**config.mk**
```make
export PLATFORM = sky130hd
export DESIGN_NAME = gpht_front
export DESIGN_NICKNAME = d
export VERILOG_FILES = /design/src/gpht_pkg.sv /design/src/gpht_front.sv
export SDC_FILE = /design/constraint.sdc
export NUM_CORES = 1
export LEC_CHECK = 0
export BUFFER_PORTS_ARGS = -buffer_cell sky130_fd_sc_hd__buf_4
export CAP_MARGIN = 20
export CORE_ASPECT_RATIO = 1.75
export CORE_MARGIN = 5
export CORE_UTILIZATION = 59
export CTS_BUF_LIST = sky130_fd_sc_hd__clkbuf_4
export DETAILED_ROUTE_END_ITERATION = 12
export GPL_TIMING_DRIVEN = 0
export PLACE_DENSITY_LB_ADDON = 0.08
export SYNTH_ARGS = -nofsm -noshare
export SYNTH_HDL_FRONTEND = slang
export SYNTH_SLANG_ARGS = --single-unit
```
**constraint.sdc**
```tcl
create_clock -name clk_i -period 7.45 [get_ports clk_i]
set_clock_uncertainty 0.15 [all_clocks]
set_input_delay 0 -clock clk_i [delete_from_list [all_inputs] [get_ports clk_i]]
set_output_delay 0 -clock clk_i [all_outputs]
set_load 0.02 [all_outputs]
```
**src/gpht_pkg.sv**
```systemverilog
// Package for the grid position hash table: widths, codes and shared types.
// Used by gpht_front, gpht_back and grid_position_hash_table_unit.
package gpht_pkg;

  localparam int unsigned TableDepthDef = 1024;
  localparam int unsigned SizeW = 11;
  localparam int unsigned KeyW = 32;
  localparam int unsigned KindW = 4;
  localparam int unsigned DataW = 32;
  localparam int unsigned IdxOutW = 10;

  typedef enum logic [1:0] {
    OP_INSERT = 2'd0,
    OP_LOOKUP = 2'd1,
    OP_CLEAR  = 2'd2,
    OP_NONE   = 2'd3
  } op_e;

  typedef enum logic [1:0] {
    ST_DONE     = 2'd0,
    ST_FOUND    = 2'd1,
    ST_NOTFOUND = 2'd2,
    ST_FULL     = 2'd3
  } status_e;

  typedef enum logic [2:0] {
    S_IDLE, S_MOD, S_READ, S_CHECK, S_CLEAR, S_OUT, S_INIT
  } bstate_e;

  typedef struct packed {
    op_e              op;
    logic [KeyW-1:0]  key;
    logic [KindW-1:0] kind;
    logic [DataW-1:0] data;
  } cmd_t;

  typedef struct packed {
    status_e            status;
    logic [IdxOutW-1:0] slot;
    logic [KindW-1:0]   kind;
    logic [DataW-1:0]   data;
  } res_t;

endpackage

```
**src/gpht_front.sv**
```systemverilog
// Front end: accepts commands and queues them (two-entry FIFO).
// Depends on gpht_pkg.
module gpht_front (
  input  logic                clk_i,
  input  logic                rst_ni,
  input  logic                s_valid_i,
  output logic                s_ready_o,
  input  gpht_pkg::cmd_t      s_cmd_i,
  output logic                q_valid_o,
  input  logic                q_ready_i,
  output gpht_pkg::cmd_t      q_cmd_o
);
  import gpht_pkg::*;

  cmd_t       buf_q [2];
  logic       wp_q, wp_d, rp_q, rp_d;
  logic [1:0] cnt_q, cnt_d;
  logic       push, pop;

  assign s_ready_o = (cnt_q != 2'd2);
  assign q_valid_o = (cnt_q != 2'd0);
  assign q_cmd_o   = buf_q[rp_q];
  assign push = s_valid_i && s_ready_o;
  assign pop  = q_valid_o && q_ready_i;

  always_comb begin
    wp_d  = push ? ~wp_q : wp_q;
    rp_d  = pop ? ~rp_q : rp_q;
    cnt_d = cnt_q + {1'b0, push} - {1'b0, pop};
  end

  always_ff @(posedge clk_i or negedge rst_ni) begin
    if (!rst_ni) begin
      wp_q <= 1'b0; rp_q <= 1'b0; cnt_q <= 2'd0;
    end else begin
      wp_q <= wp_d; rp_q <= rp_d; cnt_q <= cnt_d;
    end
  end

  always_ff @(posedge clk_i) begin
    if (push) buf_q[wp_q] <= s_cmd_i;
  end
endmodule

```
==> summary.txt <==
Worst hold path
  – Min-Delay Path Class: in -> reg
  – Hold Crit Start: s_cmd_i[68]
  – Hold Path Sink: buf_q[1][68]$_DFFE_PP_
  – Hold path cells: 2

Critical path
  – Critical path startpoint category: flop
  – Worst r2r dst: buf_q[0][40]$_DFFE_PP_
  – CP max stage cell: dfrtp_1
  – Reg2reg start: cnt_q[1]$_DFF_PN0_
  – Critical path, cell by cell: nand2b_1 > nand2_1 > nor2_4 > buf_12 > buf_12
  – Critical Path Sink Type: flop
  – CP max stage delay: 430 ps
  – R2R depth: 5
  – Critical Path Start: cnt_q[1]$_DFF_PN0_
  – R2R setup slack: 5340 ps
  – Worst Path Required: 7510 ps
  – CP Max Fanout: 33
  – Crit-path most repeated cell: buf_12
  – WP data arrival: 2170 ps
  – Setup Crit Path Kind: reg -> reg

Finish
  – Layout cell share with drive strength beyond 1: 52.94%
  – Nets: 556
  – Post-layout util: 85.52%
  – Layout area overhead: 42.75%
  – Commonest non-fill, non-tap cell in the layout: buf_4
  – Most frequent cells in the layout: 145 x buf_4, 140 x edfxtp_1, 78 x dlygate4sd3_1
  – Diodes inserted: 0
  – Fillcell total: 435

Global routing
  – Number of global-route vias before repair: 3397
  – Largest net degree at the start of global routing: 37
  – Initial antenna violation count: 0
  – Global route overflow: 0
  – First-pass GRT wire length: 17320 µm
  – All-Layer GR Usage: 19.74%

Drt
  – Post-DR vias/cell: 4.881
  – Post-Route WL: 10970 µm
  – Remaining antenna violation count: 0
  – Starting DRT DRC Count: 107
  – WL/cell: 17.83 µm
  – Vias: 3002
  – Post-route DRC violation count: 0
  – Drt pass-1 iters: 4

Clock tree
  – CTS Buf Count: 17
  – CTS tree: yes
  – Clock Path Buffers: 2
  – Clock latency on the worst-skew pair: 510 ps
  – H-tree depth: 4
  – Clock root buffer: clkbuf_4
  – Sink Count: 144
  – CTS resizes: 0
  – Worst-path clk slew: 120 ps

Synth
  – Post-synthesis sequential area ratio: 76.84%
  – FF+latch count, synth: 144
  – Post-Syn Area: 0.005602 mm²
  – Synth cell types: 16
  – Post-Syn Area per Cell: 23.84 µm²
  – Syn nets: 311
  – Synth Instances: 235
  – Synth warnings: 0

Placed design
  – PortBufs: 145
  – Hpwl dp: 6733 µm
  – Gp weighted congestion: 0.7122

Outcome
  – Status: complete, no violations

STA
  – Final setup violation count: 0
  – Final hold vios: 0
  – F_max: 474.2 MHz
  – RSZ-0062 raised after global routing: no
  – Crit path time final: 2109 ps
  – Final Cycle Share: 28.31%
  – Slew HR: 66.13%
  – Actual slew at the worst max-slew pin: 508.1 ps
  – Final Slew Violations: 0
  – Setup TNS Final: 0 ps

Floorplanning
  – Io pins: 146
  – Cell Rows: 47
  – Core area: 0.009350 mm²
  – Starting Density: 59.91%
  – Height of the die: 138.9 µm
  – Chip Width: 83.66 µm
  – Die area: 0.01162 mm²

Job
  – Max Cap Viol: 0

Power and ir drop
  – Power per Cell Area: 368.5 mW/mm²
  – Max IR drop VDD: 285.3 µV
  – LEAKAGE: 3.236 nW
[power by group]
| part | internal, W | switching [W] |
|---|---|---|
| combinational | 0.000666 | 0.000624 |
| clock | 0.000236 | 0.000266 |
| sequential | 0.00111 | 0.0000507 |
| total | 0.00201 | 0.000940 |
[critical path, delay by kind of cell, from the launching register on]
family                 cells  cell delay (ps)
buffers and inverters      2              480
DFF                        1              430
and+or+nand+nor            3              720
[worst max path at each step]
stage / slack, ps / endpoint
after floorplan: 3120 / buf_q[0][0]$_DFFE_PP_
after global placement: 1810 / buf_q[0][23]$_DFFE_PP_
after detailed placement: 5380 / buf_q[0][23]$_DFFE_PP_
after CTS: 5350 / buf_q[0][40]$_DFFE_PP_
after global routing: 5190 / buf_q[0][24]$_DFFE_PP_
final: 5340 / buf_q[0][40]$_DFFE_PP_
[final cells by class]
class | instances | area (µm²) | share of cell area (%)
flip-flops and latches | 144 | 4304 | 53.83
repair buffers | 226 | 1929 | 24.13
inverters | 1 | 3.754 | 0.04694
clock buffers | 18 | 135.1 | 1.690
plain buffers | 8 | 151.4 | 1.893
clock inverters | 14 | 165.2 | 2.065
well taps | 122 | 152.6 | 1.909
multi-input cells | 82 | 1155 | 14.44
[sequential cells by signal, indices dropped and copies added (netlist names)]
name and cells:
rp_q 1, cnt_q 2, wp_q 1, buf_q 140
[cell families after synthesis]
group                      share of synthesized area, %
xor gates and xnor gates                         0.6255
adders and majority gates                        0.4467
buffers and inverters                             2.770
DFF                                               76.84
muxes                                             18.70
and+or+nand+nor                                  0.6255
[cell usage after synthesis]
cell        n  area, µm²
or2_1       1      6.260
mux2_4     69       1036
mux2_2      1      11.26
nor2_1      1      3.750
dfrtp_1     4      100.1
inv_1       1      3.750
buf_6       1      11.26
ha_1        2      25.02
buf_12      7      140.1
nand2_1     1      3.750
nand2b_1    1      6.260
edfxtp_1  140       4204
and3_1      1      6.260
and2_4      1      8.760
xor2_1      1      8.760
xnor2_1     3      26.28
[metrics by stage]
stage	setup slack [ps]	std cells	cell area, µm²	power [W]	hold WS [ps]
5_1_grt	5192	615	7996	0.003084	8.499
3_5_place_dp	5385	505	6915	0.002434	-350.4
2_1_floorplan	3120	235	5602	0.002013	-445.6
4_1_cts	5348	614	7986	0.002966	1.133
6_report	5341	615	7996	0.002947	59.98
3_3_place_gp	1807	502	6843	0.002402	-352.7
[per-layer routing]
| metal | GRT usage (%) | vias to the layer above | share of wire [%] |
|---|---|---|---|
| met1 | 20.52 | 1457 | 34 |
| met2 | 36.05 | 111 | 57 |
| met5 | 0 | - | 0 |
| met4 | 6.525 | 0 | 1.9 |
| met3 | 7.491 | 17 | 6.9 |
| li1 | - | 1417 | - |
[timing repair]
| action | 4_1_cts | 5_1_grt |
|---|---|---|
| hold buffers | 77 | 1 |
| endpoints found under the hold margin | 194 | 2 |
| setup buffers | 0 | 0 |
Power figures use the tool's default switching activity.
